**config.mk**
```make
export PLATFORM = sky130hd
export DESIGN_NAME = czn_divider
export DESIGN_NICKNAME = d
export VERILOG_FILES = /design/src/hdl/czn_divider.sv
export SDC_FILE = /design/constraint.sdc
export NUM_CORES = 1
export LEC_CHECK = 0
export BUFFER_PORTS_ARGS = -buffer_cell sky130_fd_sc_hd__buf_2
export CAP_MARGIN = 40
export CORE_MARGIN = 1
export CORE_UTILIZATION = 25
export CTS_BUF_LIST = sky130_fd_sc_hd__clkbuf_8
export DETAILED_ROUTE_END_ITERATION = 8
export PLACE_DENSITY = 0.56
export SLEW_MARGIN = 20
export SYNTH_ARGS = -nofsm -noshare
export SYNTH_HDL_FRONTEND = slang
export SYNTH_SLANG_ARGS = --single-unit
```
**constraint.sdc**
```tcl
create_clock -name clk -period 3.1 [get_ports clk]
set_input_delay 0.155 -clock clk [delete_from_list [all_inputs] [get_ports clk]]
set_output_delay 0.155 -clock clk [all_outputs]
set_load 0.01 [all_outputs]
```
**src/hdl/czn_divider.sv**
```systemverilog
// Restoring divider, one quotient bit per cycle.
// Shared by the mean, variance and z-score divisions. Depends on nothing.
`default_nettype none
module czn_divider #(
	parameter int DivW = 80,
	parameter int DsrW = 32
) (
	input  wire logic            clk,
	input  wire logic            arst_n,
	input  wire logic            go,
	input  wire logic [DivW-1:0] dividend,
	input  wire logic [DsrW-1:0] divisor,
	output logic                 done,
	output logic [DivW-1:0]      quotient,
	output logic [DsrW-1:0]      remainder
);
	localparam int CntW = $clog2(DivW + 1);

	logic [DivW-1:0] quo_q;
	logic [DsrW-1:0] rem_q, dsr_q;
	logic [CntW-1:0] cnt_q;
	logic            done_q;
	logic [DsrW:0]   trial;
	logic            fits;

	assign trial = {rem_q, quo_q[DivW-1]};
	assign fits  = trial >= {1'b0, dsr_q};

	always_ff @(posedge clk or negedge arst_n) begin
		if (!arst_n) begin
			cnt_q  <= '0;
			done_q <= 1'b0;
		end else begin
			done_q <= 1'b0;
			if (go) begin
				cnt_q <= CntW'(DivW);
			end else if (cnt_q != '0) begin
				cnt_q <= cnt_q - 1'b1;
				if (cnt_q == CntW'(1)) done_q <= 1'b1;
			end
		end
	end

	always_ff @(posedge clk) begin
		if (go) begin
			quo_q <= dividend;
			rem_q <= '0;
			dsr_q <= divisor;
		end else if (cnt_q != '0) begin
			if (fits) begin
				rem_q <= DsrW'(trial - {1'b0, dsr_q});
			end else begin
				rem_q <= trial[DsrW-1:0];
			end
			quo_q <= {quo_q[DivW-2:0], fits};
		end
	end

	assign done      = done_q;
	assign quotient  = quo_q;
	assign remainder = rem_q;

endmodule
`default_nettype wire

```
==> impl_metrics.env <==
export IMPL_status="completed"
export IMPL_nets=1222
export IMPL_synth_edf_count=112
export IMPL_io_pin_count=228
export IMPL_hold_path_depth=2
export IMPL_r2r_end="remainder[28]$_SDFFE_PP0P_"
export IMPL_syn_nets=863
export IMPL_slew_viol_final=0
export IMPL_r2r_cells=12
export IMPL_setup_tns_ns=0
export IMPL_p_leak_uw=0.00520
export IMPL_synth_compound_area_share_pct=12.7
export IMPL_ir_worst_vdd_v=0.000300
export IMPL_clock_skew_ns=0.0214
export IMPL_syn_avg_cell_area_sq_um=11.4
export IMPL_die_w_um=182
export IMPL_grt_setup_unrepaired="yes"
export IMPL_placementRows=65
export IMPL_worstSetupStartpointType="register"
export IMPL_synth_cell_types=57
export IMPL_cp_required_ns=3.47
export IMPL_min_path_type="input pin to register"
export IMPL_synth_main_ff_cell="edfxtp_1"
export IMPL_critPathKind="register to register"
export IMPL_ys_seq_elements=152
export IMPL_wl_per_cell_um=16.6
export IMPL_start_util_pct=25.6
export IMPL_hold_path_startpoint="dividend[33]"
export IMPL_slew_limit_headroom_pct=54.7
export IMPL_clkLatencyLatePin_ns=0.48
export IMPL_synth_cells=713
export IMPL_hold_viol=0
export IMPL_synth_fa_ha_area_share_pct=5.48
export IMPL_cp_end_kind="register"
export IMPL_layout_drive_gt1_share_pct=38.1
export IMPL_routabilityCongestion=0.811
export IMPL_dp_hpwl_um=17200
export IMPL_synth_seq_area_share_pct=51.7
export IMPL_cts_sinks=152
export IMPL_port_buffers=227
export IMPL_grt_pass1_wl_um=37900
export IMPL_hold_slack_ns=0.0548
export IMPL_ant_nets=0
export IMPL_cp_arrival_ns=3.39
export IMPL_grt_max_degree=85
export IMPL_clk_path_buf_depth=2
export IMPL_netlist_area_sq_mm=0.00813
export IMPL_r2r_start="dsr_q[3]$_DFFE_PP_"
export IMPL_overflow=0
export IMPL_cts_clk_slew_worst_paths_ns=0.10
export IMPL_place_inst=1367
export IMPL_setup_viol=0
export IMPL_holdPathEnd="quotient[33]$_DFFE_PP_"
export IMPL_maxCapViolations=0
export IMPL_synth_simple_area_share_pct=11.3
export IMPL_grt_use_total_pct=14.8
export IMPL_grt_pass1_vias=7130
export IMPL_tightest_slew_ns=0.676
export IMPL_finalCriticalPeriod_ns=3.02
export IMPL_fin_crit_sh_pct=97.5
export IMPL_cts_tree="done"
export IMPL_viasPerCell=4.59
export IMPL_drt_wl_total_um=25200
export IMPL_synthXorXnorAreaFrac_pct=3.12
export IMPL_route_vias_total=6988
export IMPL_drt_iter0_drc=376
export IMPL_cts_buffers=17
export IMPL_cts_root_buffer="clkbuf_8"
export IMPL_antenna_found_initial=1
export IMPL_die_area_sq_mm=0.0332
export IMPL_synthMuxAreaShare_pct=11.8
export IMPL_h_tree_depth=4
export IMPL_die_h_um=182
export IMPL_remaining_drc_errors=0
export IMPL_final_util_pct=36.8
export IMPL_coreArea_sq_mm=0.0318
export IMPL_p_per_area_mw_per_mm2=599
export IMPL_synth_top_family_by_area="compound AO/OA/AOI/OAI gates"
export IMPL_synthArstFlopShare_pct=5.26
export IMPL_synth_warnings=0
export IMPL_crit_fanout=5
export IMPL_dr_pass1_iters=5
export IMPL_reg2reg_slack_ns=0.08
export IMPL_fmax_mhz=331
export IMPL_total_power_uw=7000
export IMPL_area_delta_synth_final_pct=43.8
export IMPL_fin_cells=1521
## per-stage QoR
step	setup slack [ns]	area, sq um
floorplan	0.129	8130
global placement	0.0686	9920
detailed placement	0.0162	9920
CTS	0.0277	11400
global route	-0.0312	11700
finish	0.0786	11700
## routing by layer
metal  part of all wire [%]  up-vias  global-route usage [%]
li1                       -     3366                       -
met1                     43     3338                    17.3
met2                     49      257                    25.4
met3                    6.1       27                    4.61
met4                    2.3        0                    5.51
met5                      0        -                       0
## cell usage in the layout, fill, tap and decap left out, types with 5 or more instances in the layout
master and n:
mux2i_1 7, xnor2_1 18, ha_1 32, nand2_1 32, a21oi_1 30, mux2_2 79
xor2_1 11, nand3_1 15, a21o_1 19, nor3_1 28, dfrtp_1 8, nand2b_1 6
buf_4 29, nor2_1 70, nand4_1 12, a211oi_1 18, buf_2 226, dlygate4sd3_1 111
nor2b_1 6, a31oi_1 5, clkbuf_8 17, edfxtp_1 112, dfxtp_1 32, inv_1 39
o21ai_0 17, a211oi_2 12
## worst max-delay path by stage
stage / slack [ns] / from / end / cells after the start
after detailed placement: 0.02 / dsr_q[0]$_DFFE_PP_ / remainder[28]$_SDFFE_PP0P_ / 11
after global routing: -0.03 / dsr_q[0]$_DFFE_PP_ / remainder[28]$_SDFFE_PP0P_ / 11
after floorplan: 0.13 / cnt_q[0]$_DFFE_PN0P_ / quotient[0]$_DFFE_PP_ / 5
final: 0.08 / dsr_q[3]$_DFFE_PP_ / remainder[28]$_SDFFE_PP0P_ / 12
after global placement: 0.07 / quotient[79]$_DFFE_PP_ / remainder[28]$_SDFFE_PP0P_ / 12
after CTS: 0.03 / dsr_q[3]$_DFFE_PP_ / remainder[20]$_SDFFE_PP0P_ / 12
## Yosys cell counts (7+ instances only)
master	count	area share, %
mux2_2	79	11
nor2_1	70	3.2
nor2b_1	7	0.54
nand3_1	15	0.92
ha_1	34	5.2
nand2_1	32	1.5
o21ai_0	19	1.2
a21o_1	19	1.8
a211oi_2	11	1.7
a21oi_1	32	2.0
nand2b_1	7	0.54
a211oi_1	20	1.8
nand4_1	12	0.92
nor3_1	29	1.8
xnor2_1	18	1.9
dfxtp_1	32	7.9
xor2_1	11	1.2
inv_1	39	1.8
edfxtp_1	112	41
dfrtp_1	8	2.5
clkbuf_1	29	1.3
mux2i_1	7	0.86
## flip-flops by register name, indices dropped and copies added, names as in the netlist
name,flops
cnt_q,7
quotient,80
dsr_q,32
done,1
remainder,32
## final cells by class
class                      instances  area [sq um]
multi-input combinational        487          3800
sequential                       152          4200
timing repair buffer             375          2620
fill                            3158         20100
tap                              435           544
inverter                          39           148
clock buffer                      17           234
clock inverter                    15           143
antenna                            1          2.50
## worst max-delay path, stage by stage (launching register included)
cell and delay, ns:
edfxtp_1 0.34, inv_1 0.04, ha_1 0.34, a21o_1 0.23, a21oi_4 0.20, a211oi_4 0.10, o311ai_4 0.40, o41ai_4 0.13
buf_4 0.20, a41oi_4 0.31, nand2b_4 0.20, nor3_1 0.05, or3_1 0.35
## power by group
| part | total (uW) | leakage [uW] | switching, uW | internal [uW] |
|---|---|---|---|---|
| logic | 2760 | 0.00349 | 1470 | 1290 |
| registers | 2690 | 0.00152 | 214 | 2480 |
| clock network | 1550 | 0.000190 | 895 | 654 |
## logic make-up (layout without fill, tap and decap cells)
logic type      Yosys count  count (layout)
simple gates            194             194
flops                   152             152
compound gates          141             143
mux                      86              86
buf+inv                  76             446
fa+ha+maj                35              35
xor+xnor                 29              29
other cells               0               1
## repair_timing
action | 4_1_cts | 5_1_grt
hold buffers | 109 | 2
cloned | 0 | 7
hold endpoints to repair | 116 | 2
pin swaps | 0 | 5
buffers inserted | 0 | 3
endpoints found under the setup margin | 1 | 31
gates resized for setup | 1 | 25
Power figures use the tool's default switching activity.
