===== src/hdl/czn_pkg.sv =====
// Package for the column z-score normalizer.
// Holds the command/response payload types, codes, sizes and sequencer states.
// No dependencies.
`default_nettype none
package czn_pkg;

	localparam int MaxRows  = 256;
	localparam int MaxCols  = 16;
	localparam int FracBits = 16;

	localparam int SampleW = 32;
	localparam int RadW    = 64;
	localparam int RootW   = 32;

	typedef enum logic [1:0] {
		FUNC_STORE = 2'd0,
		FUNC_NORM  = 2'd1,
		FUNC_READ  = 2'd2,
		FUNC_CLEAR = 2'd3
	} func_t;

	typedef enum logic [2:0] {
		STAT_OK      = 3'd0,
		STAT_FULL    = 3'd1,
		STAT_EMPTY   = 3'd2,
		STAT_ZERODEV = 3'd3,
		STAT_RANGE   = 3'd4
	} status_t;

	typedef struct packed {
		func_t              func;
		logic signed [31:0] sample_value;
		logic [7:0]         row_index;
		logic [3:0]         col_index;
	} cmd_t;

	typedef struct packed {
		logic signed [31:0] result_value;
		status_t            status;
		logic [8:0]         rows_held;
	} rsp_t;

	typedef enum logic [4:0] {
		ST_IDLE,
		ST_RD_WAIT,
		ST_SUM_RD,
		ST_SUM_ACC,
		ST_MEAN_DIV,
		ST_SQ_RD,
		ST_SQ_D,
		ST_SQ_MUL,
		ST_SQ_ACC,
		ST_VAR_DIV,
		ST_SQRT,
		ST_ZERO_WR,
		ST_N_RD,
		ST_N_D,
		ST_N_DIV,
		ST_N_WR,
		ST_COL_NEXT,
		ST_DONE
	} state_t;

endpackage
`default_nettype wire


===== src/hdl/czn_isqrt.sv =====
// Integer square root, two radicand bits per cycle.
// Depends on czn_pkg for the radicand and root widths.
`default_nettype none
module czn_isqrt (
	input  wire logic                  clk,
	input  wire logic                  arst_n,
	input  wire logic                  go,
	input  wire logic [czn_pkg::RadW-1:0] radicand,
	output logic                       done,
	output logic [czn_pkg::RootW-1:0]  root
);
	import czn_pkg::*;

	localparam int CntW = $clog2(RootW + 1);

	logic [RadW-1:0]  rad_q;
	logic [RootW+1:0] rem_q;
	logic [RootW-1:0] root_q;
	logic [CntW-1:0]  cnt_q;
	logic             done_q;
	logic [RootW+3:0] cur;
	logic [RootW+3:0] trial;
	logic             fits;

	assign cur   = {rem_q, rad_q[RadW-1 -: 2]};
	assign trial = {2'b00, root_q, 2'b01};
	assign fits  = cur >= trial;

	always_ff @(posedge clk or negedge arst_n) begin
		if (!arst_n) begin
			cnt_q  <= '0;
			done_q <= 1'b0;
		end else begin
			done_q <= 1'b0;
			if (go) begin
				cnt_q <= CntW'(RootW);
			end else if (cnt_q != '0) begin
				cnt_q <= cnt_q - 1'b1;
				if (cnt_q == CntW'(1)) done_q <= 1'b1;
			end
		end
	end

	always_ff @(posedge clk) begin
		if (go) begin
			rad_q  <= radicand;
			rem_q  <= '0;
			root_q <= '0;
		end else if (cnt_q != '0) begin
			rad_q <= {rad_q[RadW-3:0], 2'b00};
			if (fits) begin
				rem_q  <= (RootW+2)'(cur - trial);
				root_q <= {root_q[RootW-2:0], 1'b1};
			end else begin
				rem_q  <= cur[RootW+1:0];
				root_q <= {root_q[RootW-2:0], 1'b0};
			end
		end
	end

	assign done = done_q;
	assign root = root_q;

endmodule
`default_nettype wire


===== config.mk =====
export PLATFORM = sky130hd
export DESIGN_NAME = czn_isqrt
export DESIGN_NICKNAME = d
export VERILOG_FILES = /design/src/hdl/czn_pkg.sv /design/src/hdl/czn_isqrt.sv
export SDC_FILE = /design/constraint.sdc
export NUM_CORES = 1
export LEC_CHECK = 0
export ABC_CLOCK_PERIOD_IN_PS = 5300
export BUFFER_PORTS_ARGS = -buffer_cell sky130_fd_sc_hd__buf_2
export CAP_MARGIN = 0
export CORE_MARGIN = 10
export CORE_UTILIZATION = 55
export CTS_BUF_LIST = sky130_fd_sc_hd__clkbuf_16
export CTS_CLUSTER_SIZE = 8
export DETAILED_ROUTE_END_ITERATION = 7
export PLACE_DENSITY = 0.83
export SYNTH_ARGS = -nofsm -noshare
export SYNTH_HDL_FRONTEND = slang
export SYNTH_SLANG_ARGS = --single-unit

===== constraint.sdc =====
create_clock -name clk -period 5.3 [get_ports clk]
set_clock_uncertainty 0.2 [all_clocks]
set_input_delay 0.795 -clock clk [delete_from_list [all_inputs] [get_ports clk]]
set_output_delay 0.795 -clock clk [all_outputs]
set_load 0.05 [all_outputs]

==> results of run 1 <==
[worst max-delay path, cell delays in order (launching register included)]
cell,delay (ns)
dfxtp_1,0.33
inv_1,0.07
ha_1,0.41
a21oi_2,0.23
o21ai_1,0.12
a221o_1,0.37
a31oi_4,0.19
nand3_2,0.12
a41oi_4,0.77
buf_4,0.41
mux2i_1,0.23
o21ai_0,0.10
[cells in the final DEF, fill, tap and decap left out, types with 4 or more instances in the layout]
cell type	instances
a21o_1	14
a21oi_1	37
a31oi_1	6
a32oi_1	13
and2_1	6
buf_2	99
buf_4	6
clkbuf_16	17
dfrtp_1	7
dfxtp_1	66
edfxtp_1	64
ha_1	36
inv_1	47
inv_6	4
mux2_2	62
mux2i_1	18
nand2_1	44
nand2b_1	7
nand3_1	9
nand4_1	5
nor2_1	28
nor2b_1	4
nor3_1	7
o211ai_1	9
o21ai_0	38
o21ai_1	17
o21bai_1	4
o22ai_1	32
xnor2_1	20
xor2_1	14
[final timing paths]
| check | from | end | slack (ns) | cells after the start |
|---|---|---|---|---|
| worst max register to register | root[21] | rem_q[2] | 1.58 | 11 |
| worst min register to register | rem_q[12] | rem_q[12] | 0.27 | 2 |
| max in group asynchronous | arst_n | cnt_q[5] | 4.18 | 2 |
| min in group asynchronous | arst_n | done | 0.56 | 2 |
| worst min-delay path | rem_q[12] | rem_q[12] | 0.27 | 2 |
| worst max-delay path | root[21] | rem_q[2] | 1.58 | 11 |
[stage by stage]
step           setup WS, ns  total power [mW]  cell area [um^2]  instances
2_1_floorplan         1.189             3.409              7271        692
3_3_place_gp          1.723             3.762              7851        931
3_5_place_dp          1.612             3.833              7851        931
4_1_cts               1.583             5.076              8461        964
5_1_grt               1.358             5.399              8461        964
6_report              1.580             5.081              8461        964
[cells by family after synthesis]
group	synth area share, %
AOI/OAI and AO/OA	17.00
adders and majority gates	6.195
DFF	47.01
buffers and inverters	4.991
xor gates and xnor gates	4.096
and+or+nand+nor	8.622
muxes	12.08
[registers in the layout, summed over array words and instances, names as in the netlist]
name   count
rem_q     34
rad_q     64
root      32
done       1
cnt_q      6
[where the power goes]
group	switching [mW]	internal, mW	total, mW	leakage (nW)
clock	0.461	0.740	1.20	0.295
combinational	1.36	0.993	2.35	1.89
sequential	0.144	1.38	1.53	1.31
total	1.97	3.11	5.08	3.49
[routing by layer]
metal  up-vias  track usage [%]
li1       2722                -
met1      2704            21.72
met2       182            32.77
met3        29            8.272
met4         2            6.041
met5         -                0
[layout make-up]
class / instances / share of cell area [%]
multi-input combinational: 471 / 41.41
sequential: 137 / 40.40
timing repair buffer: 106 / 6.507
clock buffer: 17 / 5.028
tap: 172 / 2.544
clock inverter: 15 / 2.056
inverter: 46 / 2.056
==> flow_summary.json, run 1 <==
{
  "syn_area_um2": 7271,
  "wl_mm": 17.47,
  "ys_types": 59,
  "grtUsageTotal_pct": 19.42,
  "synth_flop_cell": "dfxtp_1",
  "maxCapViolCount": 0,
  "required_ns": 5.34,
  "synth_edf_count": 64,
  "antenna_found_initial": 2,
  "regArea_um2": 3418,
  "first_pass_iters": 5,
  "synth_top_area_share_pct": 26.43,
  "hold_viol": 0,
  "initial_utilization_pct": 56.92,
  "setup_tns_ns": 0,
  "synth_nets": 795,
  "drv_slew": 0,
  "rows": 41,
  "wl_met2_mm": 8.555,
  "m1WireLength_mm": 7.160,
  "grt_max_degree": 65,
  "synth.avg_cell_area_um2": 10.51,
  "clkTransAtPathRegs_ns": 0.06,
  "synthArstFlopShare_pct": 5.109,
  "grt_pass1_vias": 5810,
  "status": "finished, final reports clean",
  "gp_congestion": 0.9755,
  "portBuffers": 99,
  "drive_gt1_share_pct": 26.01,
  "hold_ws_ns": 0.2720,
  "grt_pass1_wl_mm": 28.81,
  "cts_setup_buffers": 0,
  "cts-hold-fix-buffers": 1,
  "cts.sinks": 137,
  "p_per_area_nw_per_um2": 600.5,
  "drc": 0,
  "post_cts_resized": 0,
  "numCtsBuffers": 17,
  "met3_length_mm": 1.488,
  "cts_tree": "built",
  "syn_inst": 692,
  "antenna_left": 0,
  "max_slew_margin_pct": 23.53,
  "drt-initial-drc-count": 405,
  "rsz0062_at_grt": "no",
  "critical_path.max_fanout": 23,
  "min_period_ns": 3.720,
  "max_freq_mhz": 268.8,
  "grt_overflow": 0,
  "nFillCells": 982,
  "diodes": 0,
  "hpwl_mm": 11.98,
  "finalCritPeriodShare_pct": 70.19,
  "multi_input_area_um2": 3503,
  "synthTopCellsByCount": "dfxtp_1, edfxtp_1, mux2_2, inv_1, nand2_1",
  "fin_nets": 882,
  "setup_viol": 0,
  "clockBufferDepth": 2,
  "synth_top_area_cell": "edfxtp_1",
  "ir_drop_uv": 292.5,
  "cp-end-kind": "register",
  "clkLatencyLatePin_ns": 0.42,
  "top_layer_used": "met5",
  "drt-vias-per-instance": 5.850,
  "p_leak_nw": 3.490,
  "synth_area_leaders": "edfxtp_1, dfxtp_1, mux2_2",
  "fp.dieW_um": 135.0,
  "synth-warning-count": 0,
  "htree_levels": 4,
  "pin_count": 100,
  "area_delta_synth_final_pct": 16.37,
  "seq_area_frac_synth_pct": 47.01,
  "via_count": 5639,
  "yosysMostFrequentCell": "dfxtp_1",
  "start_kind": "register",
  "path_class": "register to register",
  "cts.root.buffer_cell": "clkbuf_16",
  "die_h_um": 135.0,
  "tightest_slew_ns": 1.147,
  "ys_ff_latch": 137,
  "core_um2": 12770,
  "dieArea_um2": 18220,
  "arrival_ns": 3.76,
  "avgRoutedWirePerCell_um": 18.12,
  "hp-class": "register to register",
  "fin_util_pct": 66.24
}
Power figures use the tool's default switching activity.
==> inputs of run 2 (changes only) <==
Settings changed: ABC_CLOCK_PERIOD_IN_PS 5300 to 3300, CORE_UTILIZATION 55 to 52, PLACE_DENSITY 0.83 to 0.82.
Clock period 5.3 ns to 3.3 ns, I/O delays scaled along.
==> flow_summary.json, run 2 (same netlist as run 1, synthesis figures left out) <==
{
  "status": "finished, final reports clean",
  "finalPower_mw": 7.954,
  "multi_input_area_um2": 3503,
  "via_count": 5492,
  "regArea_um2": 3418,
  "rows": 43,
  "pin_count": 100,
  "core_um2": 13770,
  "clkTransAtPathRegs_ns": 0.06,
  "first_pass_iters": 4,
  "fin_nets": 883,
  "cts_tree": "built",
  "r2r_slack_ns": 0.24,
  "nFillCells": 1181,
  "numCtsBuffers": 17,
  "finalInstanceArea_um2": 8432,
  "final_cells": 972,
  "crit_start": "root[23]",
  "fin_util_pct": 61.22,
  "setup_tns_ns": 0,
  "grt_max_degree": 96,
  "initial_utilization_pct": 52.79,
  "ir_drop_uv": 512.6,
  "grt_pass1_vias": 5576,
  "hold_ws_ns": 0.1566,
  "drt-vias-per-instance": 5.650,
  "endpoint": "rem_q[25]",
  "grt_pass1_wl_mm": 27.59,
  "final_cell_mix": "buf_2, dfxtp_1, edfxtp_1",
  "p_per_area_nw_per_um2": 943.4,
  "crit_cells": 11,
  "cp_common_cell": "a21o_1",
  "final_common_cell": "buf_2",
  "wl_mm": 16.52,
  "finalCritPeriodShare_pct": 92.68,
  "pre_cts_ws_ns": 0.2811,
  "grt_overflow": 0,
  "antenna_found_initial": 4,
  "worstHoldStart": "radicand[0]",
  "critical_path.max_fanout": 37,
  "r2r_cells": 11,
  "start_kind": "register",
  "layout_setup_ws_ns": 0.2415,
  "htree_levels": 4,
  "gp_congestion": 0.9010,
  "dieArea_um2": 19110,
  "portBuffers": 99,
  "dpl_cell_area_um2": 7894,
  "hold_viol": 0,
  "rr_endpoint": "rem_q[25]",
  "cts.root.buffer_cell": "clkbuf_16",
  "clkLatencyLatePin_ns": 0.42,
  "setup_viol": 0,
  "max_slew_margin_pct": 18.04,
  "area_delta_synth_final_pct": 15.97,
  "post_cts_resized": 0,
  "clockBufferDepth": 2,
  "drc": 0,
  "drv_slew": 0,
  "cpPeakStageDelay_ns": 0.38,
  "max_freq_mhz": 327.0,
  "min_period_ns": 3.058,
  "numPlacedInstances": 940,
  "maxCapViolCount": 0,
  "drt-initial-drc-count": 318,
  "cp_top_family": "compound AO/OA/AOI/OAI gates",
  "regMostFlops": "rad_q",
  "hpwl_mm": 11.70,
  "avgRoutedWirePerCell_um": 16.99,
  "diodes": 0,
  "tightest_slew_ns": 1.229,
  "antenna_left": 0,
  "crit_buf_inv": 2,
  "required_ns": 3.39,
  "fp.dieW_um": 138.2,
  "die_h_um": 138.2,
  "drive_gt1_share_pct": 26.26,
  "cp_slowest_cell": "ha_1",
  "path_class": "register to register",
  "arrival_ns": 3.15,
  "r2r-start": "root[23]",
  "path_cells": "inv_1 > ha_1 > a21o_1 > a21o_1 > a221o_1 > a31oi_4 > nand3_2 > a41oi_4 > buf_12 > mux2i_1 > o21ai_1",
  "hp-class": "input pin to register",
  "cts.sinks": 137,
  "cp-end-kind": "register",
  "largest_register_ff_count": 64,
  "p_leak_nw": 3.466,
  "rsz0062_at_grt": "no",
  "grtUsageTotal_pct": 17.20
}
run 2: cell count changes in the layout (fill, tap and decap cells not counted), sizes merged:
cell,previous run,this run
buf,105,106
clkinvlp,2,3
bufinv,3,0
clkinv,5,8
inv,51,49
run 2: what timing repair did:
action / in CTS / in global routing
endpoints found under the hold margin: 7 / 0
buffers inserted: 0 / 0
endpoints found under the setup margin: 0 / 0
hold buffers: 1 / 0
run 2: power by group:
| group | total, mW | switching [mW] | internal, mW |
|---|---|---|---|
| registers | 2.45 | 0.227 | 2.22 |
| logic | 3.80 | 2.15 | 1.66 |
| clock network | 1.70 | 0.747 | 0.957 |
| total | 7.95 | 3.12 | 4.83 |
run 2: metal layers:
layer	track usage, %	up-vias	share of wire (%)
met3	7.192	29	8.4
met4	5.938	2	1.6
li1	-	2739	-
met5	0	-	0.042
met1	20.15	2574	43
met2	27.76	148	47
run 2: worst min path at each step:
stage | slack, ns | cells past startpoint | to
final | 0.16 | 2 | rad_q[0]
after global routing | 0.17 | 2 | rad_q[0]
after CTS | 0.15 | 2 | rad_q[0]
after detailed placement | 0.14 | 1 | cnt_q[4]
after global placement | 0.14 | 1 | cnt_q[4]
after floorplan | -0.0006 | 0 | cnt_q[0]
run 2: final cells by class:
cell class,count,area share (%)
multi-input combinational,471,41.55
sequential,137,40.54
timing repair buffer,107,6.915
clock buffer,17,5.045
tap,180,2.671
inverter,46,2.063
clock inverter,14,1.217
run 2: worst register-to-register path: stages, from the launching register on:
cell and delay (ns):
dfxtp_1 0.33, inv_1 0.07, ha_1 0.38, a21o_1 0.21, a21o_1 0.19, a221o_1 0.38
a31oi_4 0.18, nand3_2 0.12, a41oi_4 0.28, buf_12 0.27, mux2i_1 0.24, o21ai_1 0.08
